File: src/lcl_pkg.sv
`timescale 1ns / 1ps

package lcl_pkg;

  // Width of a content identifier and of the running hit count.
  localparam int ID_W = 10;
  localparam int HIT_W = 32;

  // Default number of entries in the store.
  localparam int CAPACITY_DEFAULT = 64;

  // Stream data widths, padded up to whole bytes.
  localparam int S_DATA_W = 16;
  localparam int M_FIELDS_W = 2 + ID_W + HIT_W;
  localparam int M_DATA_W = ((M_FIELDS_W + 7) / 8) * 8;

  // What one cell hands to the next one toward the least-recent end.
  typedef struct packed {
    logic            valid;
    logic [ID_W-1:0] id;
  } link_t;

endpackage

File: src/lcl_cell.sv
`timescale 1ns / 1ps

module lcl_cell (
  input  logic                clk,
  input  logic                rst,
  input  logic                load,
  input  logic                hit,
  input  logic [lcl_pkg::ID_W-1:0] req_id,
  input  lcl_pkg::link_t      prev,
  output lcl_pkg::link_t      cur,
  input  logic                seen_in,
  output logic                seen_out
);
  import lcl_pkg::*;

  logic            valid;
  logic [ID_W-1:0] id;
  logic            match;
  logic            shift;

  assign match = valid && (id == req_id);

  // A match here or anywhere toward the least-recent end.
  assign seen_out = match | seen_in;

  // On a miss every cell shifts; on a hit only the cells from the head down
  // to the matching entry shift, which moves that entry to the head.
  assign shift = load && (!hit || seen_out);

  always_ff @(posedge clk) begin
    if (rst) begin
      valid <= 1'b0;
    end else if (shift) begin
      valid <= prev.valid;
    end
  end

  always_ff @(posedge clk) begin
    if (shift) begin
      id <= prev.id;
    end
  end

  assign cur.valid = valid;
  assign cur.id    = id;

endmodule

File: src/lru_cache_lookup.sv
`timescale 1ns / 1ps

// Fully associative cache of content identifiers in least-recently-used order.
// Requests arrive on the s_axis channel, one identifier per item. Each item
// yields exactly one result item on the m_axis channel: whether it hit,
// whether a miss pushed out the least-recent entry and which identifier that
// was, and the running hit count including this request (saturating).
// The store is a row of CAPACITY identical cells. Every cell compares its
// entry with the request at once; a match signal ripples from the tail toward
// the head, and the cells at or above the match (all cells on a miss) take
// their neighbor's entry in the same cycle, so the request lands at the head.
// A result is valid in the cycle after its request is accepted; one item per
// cycle is taken unless m_axis stalls. The result sits in an output register;
// s_axis_tready is high while that register is empty or being drained, so a
// stall on m_axis holds one finished result and stops further requests.
// Synchronous reset empties the store (all entries invalid), clears the hit
// count and drops the pending result; no clearing pass is needed.
module lru_cache_lookup #(
  parameter int CAPACITY = lcl_pkg::CAPACITY_DEFAULT
) (
  input  logic                          clk,
  input  logic                          rst,
  input  logic                          s_axis_tvalid,
  output logic                          s_axis_tready,
  // [9:0] content_id, [15:10] zero
  input  logic [lcl_pkg::S_DATA_W-1:0]  s_axis_tdata,
  output logic                          m_axis_tvalid,
  input  logic                          m_axis_tready,
  // [0] hit, [1] evict_valid, [11:2] evicted_id, [43:12] hit_total, [47:44] zero
  output logic [lcl_pkg::M_DATA_W-1:0]  m_axis_tdata
);
  import lcl_pkg::*;

  logic             accept;
  logic [ID_W-1:0]  req_id;
  link_t            link [CAPACITY+1];
  logic             seen [CAPACITY+1];
  logic             hit;
  logic             evict_valid;
  logic [ID_W-1:0]  evicted_id;
  logic [HIT_W-1:0] hit_count;
  logic [HIT_W-1:0] hit_count_next;
  logic [M_DATA_W-1:0] out_data_next;

  assign s_axis_tready = !m_axis_tvalid || m_axis_tready;
  assign accept        = s_axis_tvalid && s_axis_tready;
  assign req_id        = s_axis_tdata[ID_W-1:0];

  // The head cell takes the request itself as a fresh valid entry.
  assign link[0].valid  = 1'b1;
  assign link[0].id     = req_id;
  assign seen[CAPACITY] = 1'b0;

  for (genvar i = 0; i < CAPACITY; i++) begin : g_cell
    lcl_cell u_cell (
      .clk      (clk),
      .rst      (rst),
      .load     (accept),
      .hit      (hit),
      .req_id   (req_id),
      .prev     (link[i]),
      .cur      (link[i+1]),
      .seen_in  (seen[i+1]),
      .seen_out (seen[i])
    );
  end

  assign hit = seen[0];

  // What falls off the tail on a miss is the evicted entry.
  assign evict_valid = !hit && link[CAPACITY].valid;
  assign evicted_id  = evict_valid ? link[CAPACITY].id : '0;

  assign hit_count_next = (hit && (hit_count != '1)) ? hit_count + 1'b1 : hit_count;

  assign out_data_next = {{(M_DATA_W - M_FIELDS_W){1'b0}},
                          hit_count_next, evicted_id, evict_valid, hit};

  always_ff @(posedge clk) begin
    if (rst) begin
      hit_count     <= '0;
      m_axis_tvalid <= 1'b0;
    end else begin
      if (accept) begin
        hit_count     <= hit_count_next;
        m_axis_tvalid <= 1'b1;
      end else if (m_axis_tready) begin
        m_axis_tvalid <= 1'b0;
      end
    end
  end

  always_ff @(posedge clk) begin
    if (accept) begin
      m_axis_tdata <= out_data_next;
    end
  end

endmodule

File: config.mk
export PLATFORM = sky130hd
export DESIGN_NAME = lru_cache_lookup
export DESIGN_NICKNAME = d
export VERILOG_FILES = /design/src/lcl_pkg.sv /design/src/lcl_cell.sv /design/src/lru_cache_lookup.sv
export SDC_FILE = /design/constraint.sdc
export NUM_CORES = 1
export LEC_CHECK = 0
export BUFFER_PORTS_ARGS = -buffer_cell sky130_fd_sc_hd__buf_2
export CORE_ASPECT_RATIO = 1.4
export CORE_UTILIZATION = 50
export DETAILED_ROUTE_END_ITERATION = 8
export PLACE_DENSITY = 0.69
export SYNTH_ARGS = -nofsm -noshare
export SYNTH_HDL_FRONTEND = slang
export SYNTH_SLANG_ARGS = --single-unit
File: constraint.sdc
create_clock -name clk -period 5.05 [get_ports clk]
set_input_delay 0.7575 -clock clk [delete_from_list [all_inputs] [get_ports clk]]
set_output_delay 0.7575 -clock clk [all_outputs]
set_load 0.01 [all_outputs]
* Word-level counts from Yosys, hierarchy flattened *
Cells that the tools add are included.

word-level totals
  flip-flop bits (word level) = 781
  input port bits = 20
  output and inout port bits = 50
  logic and storage cells = 461

operators by class
  add/sub/neg operators = 1
  equality and inequality tests = 65
  multiplexer cells = 3
  bitwise logic cells = 63
  reductions and logical operators = 197

operator list
  cell                     number
  $eq A10 B10 Y1           64
  $logic_and A1 B1 Y1      130
  $logic_or A1 B1 Y1       64
  $or A1 B1 Y1             63
  $add A32 B1 Y32 const B  1
  $mux W32                 1
  $ne A32 B32 Y1 const B   1
  $logic_not A1 Y1         2
  $mux W1                  2
  $reduce_bool A2 Y1       1

* Depth between registers and ports, before layout *
Gate-level depths: netlist of the first run.

  word-level depth = 68
  gate-level depth with buffers = 16
  gate-level depth less buffers = 11

* By module *
A second synthesis of the first run with hierarchy kept.

unflattened totals
  cell total of the unflattened synthesis = 2412
  area total of the unflattened synthesis = 35377.7 um2

modules (own cells, without submodules)
  module            instances  cells each  area each (um2)  sequential area each (um2)
  lcl_cell          64         32          493.0            320.3
  lru_cache_lookup  1          364         3827.4           1981.9

* Worst setup path before layout of the first run *
Ideal clock, no wire load.

  path type = input to register
  start = in s_axis_tdata[8] (netlist bit)
  end = reg g_cell[6].u_cell.valid
  setup time = 128 ps
  arrival time = 3697 ps
  required time = 4922 ps
  slack = 1225 ps
  stages on the path = 14
  path buffers = 6
  cell sequence = buf_4 -> buf_6 -> buf_6 -> buf_4 -> xnor2_1 -> nand4_1 -> o311a_1 -> and4b_1 -> buf_4 -> and3_1 -> buf_4 -> a31oi_1 -> mux2i_1 -> nor2_1

between the ends
  word-level cells in the longest chain between the ends = 68
  elaborated cells on any way between the ends = 194
  classes of those cells = 64 x eq/ne; 63 x bitwise; 67 x reduce/logical

ends and longest elaborated chain
  element                           RTL line                RTL
  start, declared                   lru_cache_lookup.sv:26  input logic [lcl_pkg::S_DATA_W-1:0] s_axis_tdata,
  $eq A10 B10 Y1                    lcl_cell.sv:21          assign match = valid && (id == req_id);
  $logic_and A1 B1 Y1               lcl_cell.sv:21
  $or A1 B1 Y1 (63 in a row)        lcl_cell.sv:24          assign seen_out = match | seen_in;
  $logic_not A1 Y1                  lcl_cell.sv:28          assign shift = load && (!hit || seen_out);
  $logic_or A1 B1 Y1 *              lcl_cell.sv:28
  $logic_and A1 B1 Y1 *             lcl_cell.sv:28
  named net g_cell[6].u_cell.shift  lcl_cell.sv:19          logic shift;
  end signal, assigned              lcl_cell.sv:34          valid <= prev.valid;
  end, declared                     lcl_cell.sv:16          logic valid;

The timed path passes the listed nets; every way through them passes the cells marked *.
A chain may end at the register's enable or synchronous reset.

* Worst setup path after layout of the first run *
  start = in s_axis_tdata[1] (netlist bit)
  end = reg g_cell[34].u_cell.valid

between the ends
  word-level cells in the longest chain between the ends = 68
  elaborated cells on any way between the ends = 194
  classes of those cells = 64 x eq/ne; 63 x bitwise; 67 x reduce/logical

ends and longest elaborated chain
  element                            RTL line
  $eq A10 B10 Y1                     lcl_cell.sv:21
  $logic_and A1 B1 Y1                lcl_cell.sv:21
  $or A1 B1 Y1 (63 in a row)         lcl_cell.sv:24
  $logic_not A1 Y1                   lcl_cell.sv:28
  $logic_or A1 B1 Y1 *               lcl_cell.sv:28
  $logic_and A1 B1 Y1 *              lcl_cell.sv:28
  named net g_cell[34].u_cell.shift  lcl_cell.sv:19
  end signal, assigned               lcl_cell.sv:34
  end, declared                      lcl_cell.sv:16

Marked as above.

==> results of run 1 <==
stage by stage:
step | power [mW] | instances | util (%) | hold WS [ps]
floorplan | 8.57 | 2347 | - | 445
global placement | 8.89 | 3268 | 53.2 | 450
detailed placement | 8.92 | 3268 | 53.2 | 456
CTS | 14.4 | 3402 | 56.8 | 390
global route | 14.8 | 3402 | 56.8 | 427
finish | 14.3 | 3402 | 56.8 | 423
Yosys cell counts (2+ instances only):
cell       number
xor2_1         77
a31oi_2        11
o311ai_0        2
mux2i_1        56
a31oi_1         6
nand3_1        78
o2111ai_1       2
and2_1         15
a31oi_4         4
nor4b_1         5
or3_1          12
nor2_1        131
a21oi_1        38
buf_8           4
nand3b_1        3
nor3b_1         5
clkbuf_1       25
and4_1          7
nand2b_1       10
a21oi_2         6
buf_6          43
inv_1          10
buf_2           8
mux2_1          2
nor3_1         66
nor4_1         25
dfxtp_1        97
nor2b_1         5
nand2_1        50
buf_4          32
mux2_2          2
nand4_1       159
and3_1         11
o31a_1          3
o21ai_0        10
xnor2_1       616
edfxtp_1      684
a41oi_2         2
power breakdown:
part	internal [mW]	switching [mW]	leakage [nW]	total (mW)
clock	3.13	2.38	1.17	5.51
sequential	7.45	0.252	7.41	7.70
combinational	0.476	0.610	3.77	1.09
total	11.1	3.25	12.3	14.3
registers in the layout, summed over array words and instances, names as in the netlist:
name and flops:
hit_count 32, m_axis_tvalid 1, m_axis_tdata 44, g_cell.u_cell.valid 64, g_cell.u_cell.id 640
cell families after synthesis:
family          Yosys count  synth area share (%)
compound gates           93                  2.15
xor+xnor                694                  17.9
fa+ha+maj                 1                0.0368
buf+inv                 124                  2.83
flops                   781                  66.1
mux                      60                  1.78
other cells               1                0.0110
simple gates            590                  9.26
worst min-delay path: stages:
cell	delay (ps)
buf_2	120
inv_1	60
a21oi_1	50
area by class of cell:
cell class                 count  area share (%)
sequential                   781            59.1
multi-input combinational   1442            27.9
clock buffer                  94            5.37
clock inverter                40           0.898
timing repair buffer         179            3.78
inverter                      11           0.112
tap                          855            2.81
layer usage:
layer	part of all wire, %	track usage [%]
met5	0	0
met4	2.6	7.13
met3	4.4	2.97
met2	53	38.8
met1	39	25.5
worst max path at each step:
stage                          from                       to  cells past startpoint
global placement    s_axis_tdata[1]  g_cell[34].u_cell.valid                     14
global route        s_axis_tdata[1]  g_cell[34].u_cell.valid                     14
finish              s_axis_tdata[1]  g_cell[34].u_cell.valid                     14
floorplan           s_axis_tdata[8]   g_cell[6].u_cell.valid                     14
detailed placement  s_axis_tdata[1]  g_cell[34].u_cell.valid                     14
CTS                 s_axis_tdata[1]  g_cell[34].u_cell.valid                     14
==> flow_summary.ini, run 1 <==
[critical_path]
rr_startpoint = g_cell[23].u_cell.id[3]
reg2regPathDepth = 11
critical_path_class = in2reg
crit_buf_inv = 4
cp_data_arrival_time_ps = 4610
worstSetupEndpointType = register
crit_family = compound AO/OA/AOI/OAI gates
cp-start-kind = input port
path_cells = buf_4, buf_12, xnor2_1, nand2_1, nor4_1, nor4_1, o2111ai_1, nor4b_4, buf_4, a21boi_1, buf_12, a21oi_1, mux2i_1, nor2_1
worstPathRequired_ps = 5540
slowest_stage = a21oi_1
r2r_slack_ps = 1160
cp_max_fo = 27
cpPeakStageDelay_ps = 880
r2r_end = g_cell[34].u_cell.valid

[clocking]
path_clk_slew_ps = 60
post_cts_resized = 0
numCtsBuffers = 74
htreeDepth = 3
clock_sinks = 781
clock_path_buffers = 3
cts-root-buf = clkbuf_16
cts_tree = built
cts_setup_buffers = 0
cts_hold_buf = 0
clock_latency_ps = 620

[cells_and_area]
nets = 2510
nFillCells = 5341
stdcell_area_um2 = 38000
layout-drive-gt1-share_pct = 12.8
area_growth_pct = 11.7
seq_area_um2 = 22500
final_common_cell = edfxtp_1
final_cell_mix = edfxtp_1, xnor2_1, nand4_1
multiInputGateArea_um2 = 10600
n_antenna_cell = 0

[floorplan]
initial_core_util_pct = 50.8
fp.dieArea_um2 = 69100
die_y_um = 311
fp-row-count = 112
core_um2 = 67000
io_pins = 70
die_x_um = 223

[global_route]
grtUsageTotal_pct = 21.2
grt_first_pass_wirelength_um = 113000
antenna_found_initial = 0
grt_pass1_vias = 20100
grt-ovfl-total = 0
grt_max_degree = 66

[hold_path]
hp-start = s_axis_tvalid
holdPathStages = 3
holdPathEnd = m_axis_tvalid
min_path_type = in2reg

[detailed_routing]
drc = 0
ant_nets = 0
vias = 19000
viasPerCell = 5.60
dr.pass1.iters = 5
routed_wl_um = 72200
first_iter_violations = 1608
detail_route.wl_per_cell_um = 21.2

[flow_run]
cap_violations = 0

[sta]
fin_tns_setup_ps = 0
setup_violations = 0
setup_slack_ps = 925
skew_ps = 25.0
max_freq_ghz = 0.242
period_share_pct = 81.7
drv_slew = 0
period_minus_slack_ps = 4120
tightest_slew_ps = 1150
rsz0062_at_grt = no
relSlewSlack_pct = 23.2
finalHoldViolCount = 0

[placed_design]
post-dp-hpwl_um = 49000
pre_cts_slack_ps = 273
postPlaceCellArea_um2 = 35600
port_buffers = 59
place_congestion = 0.856

[power]
p_leak_nw = 12.3
peakVddDrop_mv = 0.282
p_per_area_nw_per_um2 = 376

[logic_synthesis]
synthFlopType = edfxtp_1
synth_cells = 2344
synthTopCellsByArea = edfxtp_1, xnor2_1, dfxtp_1, nand4_1, xor2_1
synthArstFlopShare_pct = 0
synth.top_cell.area_share_pct = 60.4
synth_cell_types = 60
synthesis.area_um2 = 34000
ys.warnings.count = 0
ys_ff_latch = 781
yosys.area.top_type = edfxtp_1
syn_avg_cell_area_um2 = 14.5
yosysSeqAreaShare_pct = 66.1
synth_edf_count = 684

[status]
status = finished clean
No activity file was read; power rests on OpenSTA's default activity.
==> run 2, diff against run 1 <==
--- a/config.mk
+++ b/config.mk
@@ -9,7 +9,7 @@
 export CORE_ASPECT_RATIO = 1.4
 export CORE_UTILIZATION = 50
 export DETAILED_ROUTE_END_ITERATION = 8
-export PLACE_DENSITY = 0.69
+export PLACE_DENSITY = 0.71
 export SYNTH_ARGS = -nofsm -noshare
 export SYNTH_HDL_FRONTEND = slang
 export SYNTH_SLANG_ARGS = --single-unit
==> constraint.sdc (replaced) <==
create_clock -name clk -period 3.7 [get_ports clk]
set_input_delay 0.555 -clock clk [delete_from_list [all_inputs] [get_ports clk]]
set_output_delay 0.555 -clock clk [all_outputs]
set_load 0.01 [all_outputs]
==> flow_summary.ini, run 2 (synthesis results as in run 1) <==
[clocking]
path_clk_slew_ps = 60
clock_path_buffers = 3
numCtsBuffers = 74
clock_latency_ps = 610
htreeDepth = 3
cts_tree = built
clock_sinks = 781
cts_setup_buffers = 0
cts-root-buf = clkbuf_16

[power]
switchingPower_mw = 4.42
peakVddDrop_mv = 0.439
p_comb_share_pct = 8.5
power_mw = 19.7
clockPowerShare_pct = 38.0
p_sw_share_pct = 22.5
seqPwrFrac_pct = 53.5
p_per_area_nw_per_um2 = 496
p_leak_nw = 13.3
p_int_mw = 15.2

[sta]
period_minus_slack_ps = 3400
fin_hold_ws_ps = 216
period_share_pct = 91.9
max_freq_ghz = 0.294
setup_slack_ps = 299
rsz0062_at_grt = no
drv_slew = 0
relSlewSlack_pct = 34.3
setup_violations = 0
finalHoldViolCount = 0
tightest_slew_ps = 982
skew_ps = 25.3

[floorplan]
initial_core_util_pct = 50.8
fp.dieArea_um2 = 69100
io_pins = 70
fp-row-count = 112
core_um2 = 67000
die_x_um = 223
die_y_um = 311

[cells_and_area]
largest_reg_flops = 640
layout-drive-gt1-share_pct = 18.0
final_common_cell = edfxtp_1
top_register = g_cell.u_cell.id
reg.largest.list = g_cell.u_cell.id x640, g_cell.u_cell.valid x64, m_axis_tdata x44
final_cell_mix = edfxtp_1, xnor2_1, buf_4
nets = 2681
area_growth_pct = 16.6
n_antenna_cell = 0
multiInputGateArea_um2 = 10600
nFillCells = 5061
seq_area_um2 = 22500

[critical_path]
cp-startpoint = g_cell[24].u_cell.id[3]
critical_path_class = reg2reg
worstSetupEndpointType = register
worstPathRequired_ps = 4200
r2r_end = g_cell[42].u_cell.valid
cp_max_fo = 7
crit_family = simple AND/OR/NAND/NOR gates
path_cells = xnor2_1, nand4_1, nor3_1, nor4_1, buf_4, o2111ai_1, and4b_2, buf_4, a31oi_1, buf_4, a21oi_1, buf_4, mux2i_1, nor2_1
rr_startpoint = g_cell[24].u_cell.id[3]
cp_data_arrival_time_ps = 3900
cp-start-kind = register
reg2regPathDepth = 14
cp_common_cell = buf_4
cpPeakStageDelay_ps = 500
r2r_slack_ps = 300
slowest_stage = and4b_2
cp.depth = 14
crit_buf_inv = 4

[placed_design]
post-dp-hpwl_um = 53400
place_congestion = 0.862
port_buffers = 59
pre_cts_slack_ps = -294

[hold_path]
hp-start = s_axis_tvalid
holdPathStages = 3
holdPathEnd = m_axis_tvalid
min_path_type = in2reg

[detailed_routing]
top_layer = met4
wl_met2_um = 40100
routed_wl_um = 74300
ant_nets = 0
m1WireLength_um = 28800
viasPerCell = 5.49
dr.pass1.iters = 5
routed-wl-met3_um = 3260
detail_route.wl_per_cell_um = 20.8
first_iter_violations = 1345
drc = 0
vias = 19600

[global_route]
grt-ovfl-total = 0
grtUsageTotal_pct = 21.7
grt_pass1_vias = 20800
grt_max_degree = 45
grt_first_pass_wirelength_um = 117000
antenna_found_initial = 0

[status]
status = finished clean

[flow_run]
cap_violations = 0
run 2: cell types whose count changed in the layout (fill, tap and decap cells not counted), moves of 2 or more:
cell,delta
clkinvlp_4,-4
clkbuf_1,+12
clkbuf_8,-2
clkinv_1,-2
clkinv_2,-5
buf_12,+31
buf_4,+140
inv_6,-2
run 2: how the worst max path moves through the flow:
stage                                          to
after floorplan            g_cell[6].u_cell.valid
after global placement    g_cell[35].u_cell.id[6]
after detailed placement  g_cell[35].u_cell.id[2]
after CTS                 g_cell[35].u_cell.id[2]
after global routing      g_cell[34].u_cell.id[6]
final                     g_cell[42].u_cell.valid
run 2: metrics by stage:
| step | utilization (%) | cell area (um^2) | std cells | setup TNS (ps) |
|---|---|---|---|---|
| floorplan | - | 34000 | 2347 | 0 |
| global placement | 55.7 | 37300 | 3439 | -24980 |
| detailed placement | 55.7 | 37300 | 3439 | -84290 |
| CTS | 59.2 | 39700 | 3572 | 0 |
| global route | 59.2 | 39700 | 3572 | 0 |
| finish | 59.2 | 39700 | 3572 | 0 |
run 2: layout make-up:
class | instances | share of cell area [%]
sequential | 781 | 56.7
multi-input combinational | 1442 | 26.8
timing repair buffer | 350 | 7.83
clock buffer | 103 | 5.13
tap | 855 | 2.70
clock inverter | 30 | 0.804
inverter | 11 | 0.107
run 2: tightest hold or removal path, cell delays in order:
cell and delay [ps]:
buf_2 120, inv_1 50, a21oi_1 50
run 2: power by group through the flow:
stage                     combinational, mW  sequential, mW  clock (mW)
final                                  1.66            10.5        7.48
after global routing                   1.79            10.6        7.95
after CTS                              1.67            10.5        7.62
after global placement                 1.63            10.7           0
after floorplan                        1.12            10.6           0
after detailed placement               1.66            10.7           0
run 2: timing repair:
item | CTS | global route
hold buffers | 0 | 0
gates resized for setup | 0 | 3
setup endpoints to repair | 0 | 18
run 2: routing by layer:
layer	vias to the layer above	global-route usage (%)
li1	9139	-
met1	9821	25.7
met2	501	40.2
met3	147	2.71
met4	0	7.82
met5	-	0
